$ cat config.mk
export PLATFORM = sky130hd
export DESIGN_NAME = pixel_block_ascii_quantizer
export DESIGN_NICKNAME = d
export VERILOG_FILES = /design/src/rtl/core/pbaq_pkg.sv /design/src/rtl/core/pixel_block_ascii_quantizer.sv /design/src/rtl/core/pbaq_ram.sv /design/src/rtl/core/pbaq_queue.sv /design/src/rtl/core/pbaq_front.sv /design/src/rtl/core/pbaq_back.sv
export SDC_FILE = /design/constraint.sdc
export NUM_CORES = 2
export LEC_CHECK = 0
export BUFFER_PORTS_ARGS = -buffer_cell sky130_fd_sc_hd__buf_2
export CAP_MARGIN = 0
export CELL_PAD_IN_SITES_DETAIL_PLACEMENT = 1
export CELL_PAD_IN_SITES_GLOBAL_PLACEMENT = 1
export CORE_MARGIN = 2
export CORE_UTILIZATION = 30
export CTS_BUF_LIST = sky130_fd_sc_hd__clkbuf_8
export DETAILED_ROUTE_END_ITERATION = 12
export PLACE_DENSITY_LB_ADDON = 0.1
export SETUP_SLACK_MARGIN = 0.02
export SYNTH_ARGS = -nofsm -noshare
export SYNTH_HDL_FRONTEND = slang
export SYNTH_SLANG_ARGS = --single-unit
$ cat constraint.sdc
create_clock -name clk_i -period 37.4 [get_ports clk_i]
set_input_delay 1.87 -clock clk_i [delete_from_list [all_inputs] [get_ports clk_i]]
set_output_delay 1.87 -clock clk_i [all_outputs]
set_load 0.005 [all_outputs]
$ cat src/rtl/core/pbaq_pkg.sv
// shared types, constants and a helper function for the ascii block quantizer
`default_nettype none

package pbaq_pkg;

  // register map, selected by paddr[2]
  localparam logic REG_IMAGE_WIDTH = 1'b0;
  localparam logic REG_GLYPH_TABLE = 1'b1;

  localparam logic [10:0] IMAGE_WIDTH_RST = 11'd1024;
  localparam logic [31:0] GLYPH_TABLE_RST = 32'h234F_2E20;

  localparam int unsigned QUEUE_DEPTH = 4;

  // (b+g+r)/3 >> 6 equals (b+g+r)/192, so the level is three threshold compares
  localparam int unsigned LEVEL_STEP = (256 / 4) * 3;

  typedef struct packed {
    logic first;    // first pixel row of the tile row, partial sum starts at zero
    logic last;     // last pixel row, tile completes
    logic row_end;  // last whole tile of the tile row
  } tile_flags_t;

  function automatic logic [1:0] pixel_level(input logic [7:0] b, input logic [7:0] g,
                                             input logic [7:0] r);
    logic [9:0] s;
    logic [1:0] lvl;
    s = 10'(b) + 10'(g) + 10'(r);
    if (s >= 10'(3 * LEVEL_STEP)) lvl = 2'd3;
    else if (s >= 10'(2 * LEVEL_STEP)) lvl = 2'd2;
    else if (s >= 10'(LEVEL_STEP)) lvl = 2'd1;
    else lvl = 2'd0;
    return lvl;
  endfunction

endpackage

`default_nettype wire

$ cat src/rtl/core/pixel_block_ascii_quantizer.sv
// top level: apb registers, pixel front end, command queue, tile back end
`default_nettype none

// Turns a raster stream of RGB pixels into one character code per whole
// BLOCK_SIZE x BLOCK_SIZE tile: grey = (b+g+r)/3 is cut to four levels, the
// levels of a tile are averaged and the average picks a byte of glyph_table.
// tlast marks the last whole tile of each tile row; partial tiles at the right
// and bottom edges give nothing, and tuser on a pixel restarts the frame.
// The block takes one pixel every clock cycle unless the command queue is full; a
// tile result passes through the queue and the s2 registers into the output register.
// The pixel rate is set by the partial-sum ram, which does one read and one write
// per cycle, with a four-entry command queue between the pixel counters and the ram
// side so that a stalled output does not stop the input at once. The partial-sum ram needs
// no clearing after reset: the first pixel row of each tile row overwrites it.
// Program image_width and glyph_table only while no pixel is in flight.
module pixel_block_ascii_quantizer #(
  parameter int unsigned BLOCK_SIZE = 3,
  parameter int unsigned MAX_WIDTH  = 1024
) (
  input  wire logic        clk_i,
  input  wire logic        rst_ni,
  // configuration
  input  wire logic        psel,
  input  wire logic        penable,
  input  wire logic        pwrite,
  input  wire logic [2:0]  paddr,
  input  wire logic [31:0] pwdata,
  output logic      [31:0] prdata,
  output logic             pready,
  // pixels in
  input  wire logic        s_axis_tvalid,
  output logic             s_axis_tready,
  input  wire logic [23:0] s_axis_tdata,   // blue [7:0], green [15:8], red [23:16]
  input  wire logic        s_axis_tuser,   // frame_start
  // tiles out
  output logic             m_axis_tvalid,
  input  wire logic        m_axis_tready,
  output logic      [31:0] m_axis_tdata,   // glyph [7:0], tile_column [16:8],
                                           // tile_row [25:17], zero [31:26]
  output logic             m_axis_tlast    // row_end
);

  localparam int unsigned TW    = $clog2(MAX_WIDTH / BLOCK_SIZE + 1);
  localparam int unsigned RW    = $clog2(3 * BLOCK_SIZE + 1);
  localparam int unsigned FW    = $bits(pbaq_pkg::tile_flags_t);
  localparam int unsigned CMD_W = FW + 9 + RW + TW;

  logic [10:0] image_width_q;
  logic [31:0] glyph_table_q;
  logic        cfg_write;

  assign pready    = 1'b1;
  assign cfg_write = psel && penable && pwrite && pready;

  always_ff @(posedge clk_i or negedge rst_ni) begin
    if (!rst_ni) begin
      image_width_q <= pbaq_pkg::IMAGE_WIDTH_RST;
      glyph_table_q <= pbaq_pkg::GLYPH_TABLE_RST;
    end else if (cfg_write) begin
      unique case (paddr[2])
        pbaq_pkg::REG_IMAGE_WIDTH: image_width_q <= pwdata[10:0];
        pbaq_pkg::REG_GLYPH_TABLE: glyph_table_q <= pwdata;
        default: ;
      endcase
    end
  end

  always_comb begin
    unique case (paddr[2])
      pbaq_pkg::REG_IMAGE_WIDTH: prdata = {21'b0, image_width_q};
      pbaq_pkg::REG_GLYPH_TABLE: prdata = glyph_table_q;
      default:                   prdata = '0;
    endcase
  end

  logic                  push, pop, q_full, q_empty;
  logic [TW-1:0]         f_tcol, b_tcol;
  logic [RW-1:0]         f_run, b_run;
  logic [8:0]            f_trow, b_trow;
  pbaq_pkg::tile_flags_t f_flags, b_flags;
  logic [CMD_W-1:0]      q_out;
  logic [25:0]           m_payload;

  pbaq_front #(
    .BLOCK_SIZE (BLOCK_SIZE),
    .MAX_WIDTH  (MAX_WIDTH)
  ) u_front (
    .clk_i           (clk_i),
    .rst_ni          (rst_ni),
    .image_width_i   (image_width_q),
    .s_valid_i       (s_axis_tvalid),
    .s_ready_o       (s_axis_tready),
    .s_data_i        (s_axis_tdata),
    .s_frame_start_i (s_axis_tuser),
    .q_full_i        (q_full),
    .push_o          (push),
    .tcol_o          (f_tcol),
    .run_o           (f_run),
    .trow_o          (f_trow),
    .flags_o         (f_flags)
  );

  pbaq_queue #(
    .WIDTH (CMD_W)
  ) u_queue (
    .clk_i   (clk_i),
    .rst_ni  (rst_ni),
    .push_i  (push),
    .data_i  ({f_flags, f_trow, f_run, f_tcol}),
    .pop_i   (pop),
    .data_o  (q_out),
    .full_o  (q_full),
    .empty_o (q_empty)
  );

  assign {b_flags, b_trow, b_run, b_tcol} = q_out;

  pbaq_back #(
    .BLOCK_SIZE (BLOCK_SIZE),
    .MAX_WIDTH  (MAX_WIDTH)
  ) u_back (
    .clk_i         (clk_i),
    .rst_ni        (rst_ni),
    .glyph_table_i (glyph_table_q),
    .cmd_valid_i   (!q_empty),
    .pop_o         (pop),
    .cmd_tcol_i    (b_tcol),
    .cmd_run_i     (b_run),
    .cmd_trow_i    (b_trow),
    .cmd_flags_i   (b_flags),
    .m_valid_o     (m_axis_tvalid),
    .m_ready_i     (m_axis_tready),
    .m_data_o      (m_payload),
    .m_last_o      (m_axis_tlast)
  );

  assign m_axis_tdata = {6'b0, m_payload};

endmodule

`default_nettype wire

$ cat src/rtl/core/pbaq_ram.sv
// generic single-write, single-read ram with registered read data
`default_nettype none

module pbaq_ram #(
  parameter int unsigned WIDTH = 8,
  parameter int unsigned DEPTH = 16
) (
  input  wire logic                     clk_i,
  input  wire logic                     we_i,
  input  wire logic [$clog2(DEPTH)-1:0] waddr_i,
  input  wire logic [WIDTH-1:0]         wdata_i,
  input  wire logic                     re_i,
  input  wire logic [$clog2(DEPTH)-1:0] raddr_i,
  output logic      [WIDTH-1:0]         rdata_o
);

  logic [WIDTH-1:0] mem_q [DEPTH];
  logic [WIDTH-1:0] rdata_q;

  always_ff @(posedge clk_i) begin
    if (we_i) begin
      mem_q[waddr_i] <= wdata_i;
    end
    if (re_i) begin
      rdata_q <= mem_q[raddr_i];
    end
  end

  assign rdata_o = rdata_q;

endmodule

`default_nettype wire

$ cat src/rtl/core/pbaq_queue.sv
// small register fifo carrying tile commands from front to back
`default_nettype none

module pbaq_queue #(
  parameter int unsigned WIDTH = 8
) (
  input  wire logic             clk_i,
  input  wire logic             rst_ni,
  input  wire logic             push_i,
  input  wire logic [WIDTH-1:0] data_i,
  input  wire logic             pop_i,
  output logic      [WIDTH-1:0] data_o,
  output logic                  full_o,
  output logic                  empty_o
);

  localparam int unsigned DEPTH = pbaq_pkg::QUEUE_DEPTH;
  localparam int unsigned AW    = $clog2(DEPTH);
  localparam int unsigned CNTW  = $clog2(DEPTH + 1);

  logic [WIDTH-1:0] slot_q [DEPTH];
  logic [AW-1:0]    wr_ptr_q, wr_ptr_d, rd_ptr_q, rd_ptr_d;
  logic [CNTW-1:0]  count_q, count_d;

  always_comb begin
    wr_ptr_d = wr_ptr_q;
    rd_ptr_d = rd_ptr_q;
    count_d  = count_q;
    if (push_i) begin
      wr_ptr_d = (wr_ptr_q == AW'(DEPTH - 1)) ? '0 : wr_ptr_q + 1'b1;
    end
    if (pop_i) begin
      rd_ptr_d = (rd_ptr_q == AW'(DEPTH - 1)) ? '0 : rd_ptr_q + 1'b1;
    end
    if (push_i && !pop_i) count_d = count_q + 1'b1;
    else if (pop_i && !push_i) count_d = count_q - 1'b1;
  end

  always_ff @(posedge clk_i or negedge rst_ni) begin
    if (!rst_ni) begin
      wr_ptr_q <= '0;
      rd_ptr_q <= '0;
      count_q  <= '0;
    end else begin
      wr_ptr_q <= wr_ptr_d;
      rd_ptr_q <= rd_ptr_d;
      count_q  <= count_d;
    end
  end

  always_ff @(posedge clk_i) begin
    if (push_i) begin
      slot_q[wr_ptr_q] <= data_i;
    end
  end

  assign data_o  = slot_q[rd_ptr_q];
  assign full_o  = (count_q == CNTW'(DEPTH));
  assign empty_o = (count_q == '0);

  a_no_overflow : assert property (@(posedge clk_i) disable iff (!rst_ni)
    push_i |-> !full_o)
    else $error("tile command queue overflow");

  a_no_underflow : assert property (@(posedge clk_i) disable iff (!rst_ni)
    pop_i |-> !empty_o)
    else $error("tile command queue underflow");

  a_count_tracks : assert property (@(posedge clk_i) disable iff (!rst_ni)
    (push_i && !pop_i) |=> !empty_o)
    else $error("queue empty right after a push");

endmodule

`default_nettype wire

$ cat src/rtl/core/pbaq_front.sv
// pixel intake: position counters, grey level, per-row run sum, tile command issue
`default_nettype none

module pbaq_front #(
  parameter int unsigned BLOCK_SIZE = 3,
  parameter int unsigned MAX_WIDTH  = 1024
) (
  input  wire logic                  clk_i,
  input  wire logic                  rst_ni,
  input  wire logic [10:0]           image_width_i,
  input  wire logic                  s_valid_i,
  output logic                       s_ready_o,
  input  wire logic [23:0]           s_data_i,
  input  wire logic                  s_frame_start_i,
  input  wire logic                  q_full_i,
  output logic                       push_o,
  output logic [$clog2(MAX_WIDTH / BLOCK_SIZE + 1)-1:0] tcol_o,
  output logic [$clog2(3 * BLOCK_SIZE + 1)-1:0]         run_o,
  output logic [8:0]                 trow_o,
  output pbaq_pkg::tile_flags_t      flags_o
);

  localparam int unsigned CW = $clog2(MAX_WIDTH + 2 * BLOCK_SIZE);
  localparam int unsigned XW = (CW > 11) ? CW : 11;
  localparam int unsigned TW = $clog2(MAX_WIDTH / BLOCK_SIZE + 1);
  localparam int unsigned SW = $clog2(BLOCK_SIZE);
  localparam int unsigned RW = $clog2(3 * BLOCK_SIZE + 1);

  logic [CW-1:0] col_q, col_d, tend_q, tend_d;
  logic [SW-1:0] sub_q, sub_d, phase_q, phase_d;
  logic [TW-1:0] tcol_q, tcol_d;
  logic [8:0]    trow_q, trow_d;
  logic [RW-1:0] run_q, run_d;

  logic [XW-1:0] width_x, ew_x;
  logic [CW-1:0] ew, c_col, c_tend, col_next;
  logic [SW-1:0] c_sub, c_phase;
  logic [TW-1:0] c_tcol;
  logic [8:0]    c_trow;
  logic [RW-1:0] c_run, run_new;
  logic [1:0]    level;
  logic          accept, in_tile, sub_last, phase_last;

  assign width_x = XW'(image_width_i);
  assign ew_x    = (width_x == '0) ? XW'(1) :
                   (width_x > XW'(MAX_WIDTH)) ? XW'(MAX_WIDTH) : width_x;
  assign ew      = CW'(ew_x);

  assign s_ready_o = !q_full_i;
  assign accept    = s_valid_i && s_ready_o;

  // frame start clears the counters before this pixel counts
  assign c_col   = s_frame_start_i ? '0 : col_q;
  assign c_tend  = s_frame_start_i ? CW'(BLOCK_SIZE) : tend_q;
  assign c_sub   = s_frame_start_i ? '0 : sub_q;
  assign c_phase = s_frame_start_i ? '0 : phase_q;
  assign c_tcol  = s_frame_start_i ? '0 : tcol_q;
  assign c_trow  = s_frame_start_i ? '0 : trow_q;
  assign c_run   = s_frame_start_i ? '0 : run_q;

  assign level      = pbaq_pkg::pixel_level(s_data_i[7:0], s_data_i[15:8], s_data_i[23:16]);
  assign in_tile    = (c_tend <= ew);
  assign sub_last   = (c_sub == SW'(BLOCK_SIZE - 1));
  assign phase_last = (c_phase == SW'(BLOCK_SIZE - 1));
  assign run_new    = ((c_sub == '0) ? '0 : c_run) + RW'(level);
  assign col_next   = c_col + 1'b1;

  always_comb begin
    col_d   = c_col;
    tend_d  = c_tend;
    sub_d   = c_sub;
    phase_d = c_phase;
    tcol_d  = c_tcol;
    trow_d  = c_trow;
    run_d   = in_tile ? run_new : c_run;
    if (col_next >= ew) begin
      col_d  = '0;
      tend_d = CW'(BLOCK_SIZE);
      sub_d  = '0;
      tcol_d = '0;
      if (phase_last) begin
        phase_d = '0;
        trow_d  = c_trow + 1'b1;
      end else begin
        phase_d = c_phase + 1'b1;
      end
    end else begin
      col_d = col_next;
      if (sub_last) begin
        sub_d  = '0;
        tcol_d = c_tcol + 1'b1;
        tend_d = c_tend + CW'(BLOCK_SIZE);
      end else begin
        sub_d = c_sub + 1'b1;
      end
    end
  end

  always_ff @(posedge clk_i or negedge rst_ni) begin
    if (!rst_ni) begin
      col_q   <= '0;
      tend_q  <= CW'(BLOCK_SIZE);
      sub_q   <= '0;
      phase_q <= '0;
      tcol_q  <= '0;
      trow_q  <= '0;
      run_q   <= '0;
    end else if (accept) begin
      col_q   <= col_d;
      tend_q  <= tend_d;
      sub_q   <= sub_d;
      phase_q <= phase_d;
      tcol_q  <= tcol_d;
      trow_q  <= trow_d;
      run_q   <= run_d;
    end
  end

  assign push_o          = accept && in_tile && sub_last;
  assign tcol_o          = c_tcol;
  assign run_o           = run_new;
  assign trow_o          = c_trow;
  assign flags_o.first   = (c_phase == '0);
  assign flags_o.last    = phase_last;
  assign flags_o.row_end = (c_tend + CW'(BLOCK_SIZE) > ew);

endmodule

`default_nettype wire

$ cat src/rtl/core/pbaq_back.sv
// tile completion: partial-sum ram update, tile average, glyph lookup, output register
`default_nettype none

module pbaq_back #(
  parameter int unsigned BLOCK_SIZE = 3,
  parameter int unsigned MAX_WIDTH  = 1024
) (
  input  wire logic                  clk_i,
  input  wire logic                  rst_ni,
  input  wire logic [31:0]           glyph_table_i,
  input  wire logic                  cmd_valid_i,
  output logic                       pop_o,
  input  wire logic [$clog2(MAX_WIDTH / BLOCK_SIZE + 1)-1:0] cmd_tcol_i,
  input  wire logic [$clog2(3 * BLOCK_SIZE + 1)-1:0]         cmd_run_i,
  input  wire logic [8:0]            cmd_trow_i,
  input  wire pbaq_pkg::tile_flags_t cmd_flags_i,
  output logic                       m_valid_o,
  input  wire logic                  m_ready_i,
  output logic [25:0]                m_data_o,
  output logic                       m_last_o
);

  localparam int unsigned SLOTS = MAX_WIDTH / BLOCK_SIZE + 1;
  localparam int unsigned TW    = $clog2(SLOTS);
  localparam int unsigned RW    = $clog2(3 * BLOCK_SIZE + 1);
  localparam int unsigned BB    = BLOCK_SIZE * BLOCK_SIZE;
  localparam int unsigned SUMW  = $clog2(3 * BB + 1);

  logic                  s2_valid_q, s2_valid_d;
  logic [TW-1:0]         s2_tcol_q;
  logic [RW-1:0]         s2_run_q;
  logic [8:0]            s2_trow_q;
  pbaq_pkg::tile_flags_t s2_flags_q;
  logic                  s2_fwd_q;
  logic [SUMW-1:0]       s2_fwd_data_q;

  logic                  out_valid_q, out_valid_d;
  logic [7:0]            out_glyph_q;
  logic [8:0]            out_tcol_q, out_trow_q;
  logic                  out_row_end_q;

  logic [SUMW-1:0] rd_data, prev_sum, total;
  logic            wr_en, s2_go, emit;
  logic [1:0]      q;

  pbaq_ram #(
    .WIDTH (SUMW),
    .DEPTH (SLOTS)
  ) u_sums (
    .clk_i   (clk_i),
    .we_i    (wr_en),
    .waddr_i (s2_tcol_q),
    .wdata_i (total),
    .re_i    (pop_o),
    .raddr_i (cmd_tcol_i),
    .rdata_o (rd_data)
  );

  // a write to the address being read in the same cycle is forwarded
  assign prev_sum = s2_flags_q.first ? '0 : (s2_fwd_q ? s2_fwd_data_q : rd_data);
  assign total    = prev_sum + SUMW'(s2_run_q);
  assign wr_en    = s2_valid_q && !s2_flags_q.last;
  assign emit     = s2_valid_q && s2_flags_q.last;
  assign s2_go    = !emit || !out_valid_q || m_ready_i;
  assign pop_o    = cmd_valid_i && s2_go;

  always_comb begin
    if (total >= SUMW'(3 * BB)) q = 2'd3;
    else if (total >= SUMW'(2 * BB)) q = 2'd2;
    else if (total >= SUMW'(BB)) q = 2'd1;
    else q = 2'd0;
  end

  assign s2_valid_d  = s2_go ? pop_o : s2_valid_q;
  assign out_valid_d = (emit && s2_go) || (out_valid_q && !m_ready_i);

  always_ff @(posedge clk_i or negedge rst_ni) begin
    if (!rst_ni) begin
      s2_valid_q  <= 1'b0;
      out_valid_q <= 1'b0;
    end else begin
      s2_valid_q  <= s2_valid_d;
      out_valid_q <= out_valid_d;
    end
  end

  always_ff @(posedge clk_i) begin
    if (pop_o) begin
      s2_tcol_q     <= cmd_tcol_i;
      s2_run_q      <= cmd_run_i;
      s2_trow_q     <= cmd_trow_i;
      s2_flags_q    <= cmd_flags_i;
      s2_fwd_q      <= wr_en && (s2_tcol_q == cmd_tcol_i);
      s2_fwd_data_q <= total;
    end
    if (emit && s2_go) begin
      out_glyph_q   <= glyph_table_i[8 * q +: 8];
      out_tcol_q    <= 9'(s2_tcol_q);
      out_trow_q    <= s2_trow_q;
      out_row_end_q <= s2_flags_q.row_end;
    end
  end

  assign m_valid_o = out_valid_q;
  assign m_data_o  = {out_trow_q, out_tcol_q, out_glyph_q};
  assign m_last_o  = out_row_end_q;

endmodule

`default_nettype wire

-- After elaboration in Yosys (flattened, before gate mapping)
Memories as Yosys holds them, arrays and structs flattened. A register that Yosys moved wholly into a read port is not among the register bits.
Index checks and enable logic that the tools add are counted.
- output and inout port bits: 68
- bits in writable memories: 1810
- logic and storage cells: 130
- register bits: 158
- memories kept: 2
- input port bits: 67
- memory list (name ; words ; width ; read ports ; clocked after memory_dff ; write ports ; line ; source):
    u_back.u_sums.mem_q ; 342 ; 5 ; 1 ; 1 ; 1 ; pbaq_ram.sv:17 ; logic [WIDTH-1:0] mem_q [DEPTH];
    u_queue.slot_q ; 4 ; 25 ; 1 ; 0 ; 1 ; pbaq_queue.sv:21 ; logic [WIDTH-1:0] slot_q [DEPTH];
- shift-type cells: 1
- equal/unequal tests: 6
- reductions and logical operators: 31
- $add $sub $neg: 14
- magnitude comparators: 10
- bitwise gates (word level): 1
- multiplexer cells: 39
- operator list (operator ; number):
    $mux W11 ; 7
    $pmux W32 S2 ; 1
    $mux W9 ; 6
    $shiftx A32 B6 Y8 ; 1
    $mux W2 ; 12
    $add A9 B1 Y9 const B ; 2
    $logic_and A1 B1 Y1 ; 13
    $mux W4 ; 3
    $add A11 B1 Y11 const B ; 1
    $add A11 B2 Y11 const B ; 1
    $ge A11 B11 Y1 ; 1
    $gt A11 B11 Y1 ; 1
    $gt A11 B11 Y1 const B ; 1
    $le A11 B11 Y1 ; 1
    $logic_not A11 Y1 ; 1
    $add A10 B8 Y10 ; 1
    $ge A10 B10 Y1 const B ; 1
    $ge A10 B8 Y1 const B ; 1
    $ge A10 B9 Y1 const B ; 1
    $ge A5 B5 Y1 const B ; 2
    $mux W5 ; 2
    $add A8 B8 Y9 ; 1
    $eq A9 B9 Y1 ; 1
    $add A2 B1 Y2 const B ; 4
    16 further kinds ; 36

-- Depth between registers and ports, before layout
- depth in word-level cells: 10
- depth in mapped cells: 23
- gate-level depth less buffers: 22

-- Cells and area by module
A second synthesis with hierarchy kept.
- cell total of the unflattened synthesis: 4189
- area total of the unflattened synthesis: 79907.9 um^2
- by module, submodules not included (module ; instances ; sequential area each (um^2) ; area an instance (um^2) ; cells an instance):
    pbaq_ram ; 1 ; 51499.4 ; 66785.3 ; 3240
    pbaq_front ; 1 ; 1203.7 ; 4367.9 ; 480
    pbaq_queue ; 1 ; 3178.0 ; 4070.2 ; 168
    pbaq_back ; 1 ; 1791.7 ; 2561.2 ; 163
    pixel_block_ascii_quantizer ; 1 ; 1093.5 ; 2123.3 ; 138

-- Worst setup path after synthesis
OpenSTA, ideal clock, no wires.
- path type: register -> register
- from: register u_back.s2_fwd_q
- to: register u_back.out_glyph_q[0] (data pin)
- slack: 23.246 ns
- path buffers: 1
- stages on the path, launching flop included: 11
- required time: 37.123 ns
- arrival: 13.876 ns
- clock period less this slack: 14.154 ns
- setup time: 0.277 ns
- cell sequence: edfxtp_1 > clkbuf_1 > mux2i_1 > nor2_1 > ha_1 > a21o_1 > a21oi_1 > xnor2_1 > nand3_1 > o22ai_1 > a21oi_1
- longest elaborated chain between the ends: 8
- elaborated cells on any way between the ends: 10
- those cells by class: 1 x add/sub; 3 x order compare; 1 x shift; 5 x mux
- ends and longest elaborated chain (what ; line ; source):
    start, declared ; pbaq_back.sv:34 ; logic s2_fwd_q;
    start signal, assigned ; pbaq_back.sv:93 ; s2_fwd_q <= wr_en && (s2_tcol_q == cmd_tcol_i);
    $mux W5 (*) (2 in a row) ; pbaq_back.sv:60 ; assign prev_sum = s2_flags_q.first ? '0 : (s2_fwd_q ? s2_fwd_data_q : rd_data);
    $add A5 B4 Y5 (*) ; pbaq_back.sv:61 ; assign total = prev_sum + SUMW'(s2_run_q);
    via u_back.total[3] ; pbaq_back.sv:42 ; logic [SUMW-1:0] rd_data, prev_sum, total;
    $ge A5 B4 Y1 ; pbaq_back.sv:70 ; else if (total >= SUMW'(BB)) q = 2'd1;
    $mux W1 ; pbaq_back.sv:70 ;
    $mux W2 ; pbaq_back.sv:69 ; else if (total >= SUMW'(2 * BB)) q = 2'd2;
    $mux W2 (*) ; pbaq_back.sv:68 ; if (total >= SUMW'(3 * BB)) q = 2'd3;
    $shiftx A32 B6 Y8 (*) ; pbaq_back.sv:97 ; out_glyph_q <= glyph_table_i[8 * q +: 8];
    end signal, assigned ; pbaq_back.sv:97 ;
    end, declared ; pbaq_back.sv:38 ; logic [7:0] out_glyph_q;
Mark *: on every way through the listed nets, which the timed path passes. The rest lies on a longest branch.
A chain may end at the register's enable or synchronous reset.

-- Worst setup path in the final report
- from: register u_queue.rd_ptr_q[1]
- to: register u_back.u_sums.rdata_q[4], in the netlist u_back.u_sums.rdata_o[4], read port of u_back.u_sums.mem_q (data pin)
- longest elaborated chain between the ends: 1
- ends and longest elaborated chain (what ; line ; source):
    start, declared ; pbaq_queue.sv:22 ; logic [AW-1:0] wr_ptr_q, wr_ptr_d, rd_ptr_q, rd_ptr_d;
    start signal, assigned ; pbaq_queue.sv:46 ; rd_ptr_q <= rd_ptr_d;
    $mem_v2 Z4 W25 ; -- ;
    end, declared ; pbaq_ram.sv:18 ; logic [WIDTH-1:0] rdata_q;
No other way between the ends.

==> summary.md <==
| Metric | Value |
|---|---|
| Drt total wl | 254 mm |
| M2 GR Usage | 0.301 |
| Max Clk Rate | 146 MHz |
| Critical path data arrival time | about 7.6 ns |
| Clock latency on the worst-skew pair | 0.98 ns |
| Vias in the first global route | roughly 52,000 |
| Worst r2r src | u_queue.rd_ptr_q[1]$_DFFE_PN0P_ |
| Worst-path clk slew | 0.06 ns |
| Min-delay worst type | reg2reg |
| CTS tree | done |
| Tcrit/Tclk final | 0.183 |
| CP Max Fanout | 116 |
| Max_slew headroom | 0.128 |
| Via-to-Cell Ratio | 4.98 |
| WHS Endpoint | u_back.out_trow_q[1]$_DFFE_PP_ |
| Slew Limit Fails | 0 |
| GRT Total Usage | 0.180 |
| Nets | 6,160 |
| GR Util met1 | 0.245 |
| Final Instance Count excl. Fillers | 9,867 |
| First-pass GRT wire length | 369 mm |
| Crit path cell chain | mux2i_1 > mux2_8 > inv_16 > buf_4 > buf_4 > buf_4 > buf_4 > mux2_2 > o22ai_1 > o21ai_0 > nand4_1 > nor3_1 > buf_4 > nand2_1 > a211oi_2 |
| Post-DP HPWL | ~150 mm |
| Fill cell count | 28,300 |
| Largest net degree at the start of global routing | approximately 180 |
| Worst path bufs/invs | 6 |
| Fin Clk Skew | 0.0703 ns |
| H-tree levels | 5 |
| Antenna violations before repair | 20 |
| Most common library cells after synthesis | edfxtp_1 (1,873), nand2_1 (1,130), nor2_1 (424), nand3_1 (253), mux2_2 (223) |
| Synth top area share | 0.688 |
| R2R Setup Slk | 30.56 ns |
| GPL Wtd Cong | 0.764 |
| Critical Path Most Common Cell | buf_4 |
| Placed Instances | slightly above 9,000 |
| Ports | 135 |
| Async SR Flop Fraction | 0.0507 |
| Seq cells post-synth | 1,973 |
| Root buf cell | clkbuf_8 |
| Vias | 49,100 |
| Max Root-Sink Buffers | 4 |
| CTS-repair resized insts | 0 |
| Worst hold margin | 0.414 ns |
| Initial Util | 0.302 |
| # rows | 191 |
| Pre-antenna DRT Iters | 5 |
| FF-to-FF End | u_back.u_sums.rdata_o[4]$_DFFE_PP_ |
| FF+latch area | about 60,000 sq um |
| Area Growth Syn to Fin | 12.8% |
| RSZ-0062 raised after global routing | no |
| Mean Syn Cell Area | 14.1 sq um |
| Top post-synthesis cells by area | edfxtp_1 (69%), nand2_1 (5.2%), mux2_2 (3.1%) |
| Min Clock Period, post-route | a little under 7 ns |
| Largest vdd supply drop | 0.173 mV |
| Post-synth cell types | 70 |
| Final hold violations | 0 |
| Worst EP required | 38.18 ns |
| Cell family with most CP delay | buffers and inverters |
| Slowest stage delay, CP | 0.72 ns |
| # Max-Cap Violations | 0 |
| Initial DRC count | 3,400 |
| Number of synthesized flops with an enable pin | 1,873 |
| Multi-input gate area | around 21,000 sq um |
| Slowest stage cell on the critical path | dfrtp_1 |
| Routed Antenna Nets | 0 |
| CP endpoint kind | flip-flop |
| Grt ovf | 0 |
| DRC | 0 |
| Share of cells above drive strength 1 | 0.160 |
| Most Used Layer, Global Route | met2 |
| Seq/Total Area, Yosys | 0.719 |
| # hold bufs at CTS | 0 |
| Number of setup violations in the final report | 0 |
| # port buffers | 125 |
| Hold Startpoint | u_back.s2_trow_q[1]$_DFFE_PP_ |
| Die X | approximately 530 microns |
| Most numerous cell in the Yosys netlist | edfxtp_1 |
| CP Launch Type | flip-flop |
| PD cells | 95.2 nW/um^2 |
| Yosys warns | 0 |
| Leakage | 0.0308 uW |
| Die H | 526 microns |
| Ys flop type | edfxtp_1 |
| Hold path cells | 0 |
| M3 GR Usage | 0.0268 |
| Wirelength per Cell | between 20 and 30 microns |
| Yosys top cell by area | edfxtp_1 |
| Post-CTS Setup Bufs | 0 |
| Status | finished, final reports clean |
| Total die area | 277,000 sq um |
| Cell Area, Synth | 81,700 sq um |
| WS Path Type | reg2reg |
| TNS Setup | 0 ns |
| CTS buffer count | 362 |
| Worst-margin pin slew | 1.30 ns |
| CTS sink cnt | between 1,500 and 2,000 |
| Post-Syn Instances | 5,806 |
| Std-Cell Core Area | 271,000 sq um |
| R2r worst-path depth | 15 |
cells by family (layout without fill, tap and decap cells):
| family | Yosys count | count (layout) | share of synthesized area |
|---|---|---|---|
| XOR/XNOR | 42 | 42 | 0.00450 |
| AO/OA/AOI/OAI | 723 | 723 | 0.0618 |
| buffers and inverters | 421 | 902 | 0.0262 |
| multiplexers | 346 | 346 | 0.0566 |
| other | 2 | 12 | 0.0000919 |
| AND/OR/NAND/NOR | 2229 | 2229 | 0.120 |
| flip-flops | 1973 | 1973 | 0.719 |
| adder cells (fa/ha/maj) | 70 | 70 | 0.0112 |
per-layer routing:
metal | routed length [microns] | vias to the layer above
met5 | 59 | -
met4 | 5780 | 10
met3 | 10100 | 383
met2 | 123000 | 990
met1 | 115000 | 25400
li1 | - | 22300
flip-flops by register name (all words and copies together) (netlist names), 2 cells and up:
name and cells:
u_back.u_sums.mem_q 1710, u_queue.slot_q 100, glyph_table_q 32, image_width_q 11, u_front.col_q 11, u_front.tend_q 11, u_back.out_tcol_q 9, u_back.out_trow_q 9
u_back.s2_tcol_q 9, u_back.s2_trow_q 9, u_front.tcol_q 9, u_front.trow_q 9, u_back.out_glyph_q 8, u_back.s2_fwd_data_q 5, u_back.u_sums.rdata_o 5, u_back.s2_run_q 4
u_front.run_q 4, u_back.s2_flags_q 3, u_queue.count_q 3, u_front.phase_q 2, u_front.sub_q 2, u_queue.rd_ptr_q 2, u_queue.wr_ptr_q 2
worst register-to-register path, cell delays in order, from the launching register on:
cell and delay [ns]:
dfrtp_1 0.72, mux2i_1 0.19, mux2_8 0.54, inv_16 0.53, buf_4 0.71, buf_4 0.72
buf_4 0.76, buf_4 0.71, mux2_2 0.32, o22ai_1 0.12, o21ai_0 0.32, nand4_1 0.27
nor3_1 0.28, buf_4 0.23, nand2_1 0.09, a211oi_2 0.20
area by class of cell:
| cell class | instances | share of cell area |
|---|---|---|
| Inverter | 37 | 0.00176 |
| Antenna cell | 5 | 0.000136 |
| Clock buffer | 373 | 0.0557 |
| Timing Repair Buffer | 232 | 0.0162 |
| Clock inverter | 260 | 0.0123 |
| Sequential cell | 1973 | 0.638 |
| Tap cell | 3570 | 0.0485 |
| Multi-Input combinational cell | 3417 | 0.228 |
cells in the final DEF, fill, tap and decap left out, drive strengths merged, types with 84 or more instances in the layout:
cell,Yosys,routed
edfxtp,1873,1873
nand2,1130,1130
nor2,424,424
clkbuf,198,373
nand3,253,253
buf,186,232
mux2,224,224
inv,33,173
a311oi,139,139
nor2b,138,138
o22ai,112,112
clkinv,4,112
and3,105,105
a211oi,102,102
o21ai,93,93
a31oi,93,93
dfrtp,84,84
metrics by stage:
stage               power, uW  setup WS [ns]  instance area [sq um]   util
floorplan                6020          23.25                  81700      -
global placement         7030          30.29                  85900  0.317
detailed placement       7090          30.32                  85900  0.317
CTS                      8980          30.34                  92200  0.340
global route             9250          30.06                  92200  0.340
finish                   8780          30.56                  92200  0.340
where the power goes:
group	internal [uW]	switching (uW)	leakage, uW
sequential	3610	60.7	0.0182
clock	933	921	0.00367
combinational	691	2560	0.00898
how the worst max path moves through the flow:
stage | startpoint | to | slack [ns] | cells past startpoint
global placement | u_queue.rd_ptr_q[1]$_DFFE_PN0P_ | u_back.u_sums.rdata_o[1]$_DFFE_PP_ | 30.29 | 15
finish | u_queue.rd_ptr_q[1]$_DFFE_PN0P_ | u_back.u_sums.rdata_o[4]$_DFFE_PP_ | 30.56 | 15
floorplan | u_back.s2_fwd_q$_DFFE_PP_ | u_back.out_glyph_q[0]$_DFFE_PP_ | 23.25 | 10
CTS | u_queue.rd_ptr_q[1]$_DFFE_PN0P_ | u_back.u_sums.rdata_o[4]$_DFFE_PP_ | 30.34 | 15
detailed placement | u_queue.rd_ptr_q[1]$_DFFE_PN0P_ | u_back.u_sums.rdata_o[4]$_DFFE_PP_ | 30.32 | 15
global route | u_queue.rd_ptr_q[1]$_DFFE_PN0P_ | u_back.u_sums.rdata_o[2]$_DFFE_PP_ | 30.06 | 15
(Power assumes the default switching activity.)
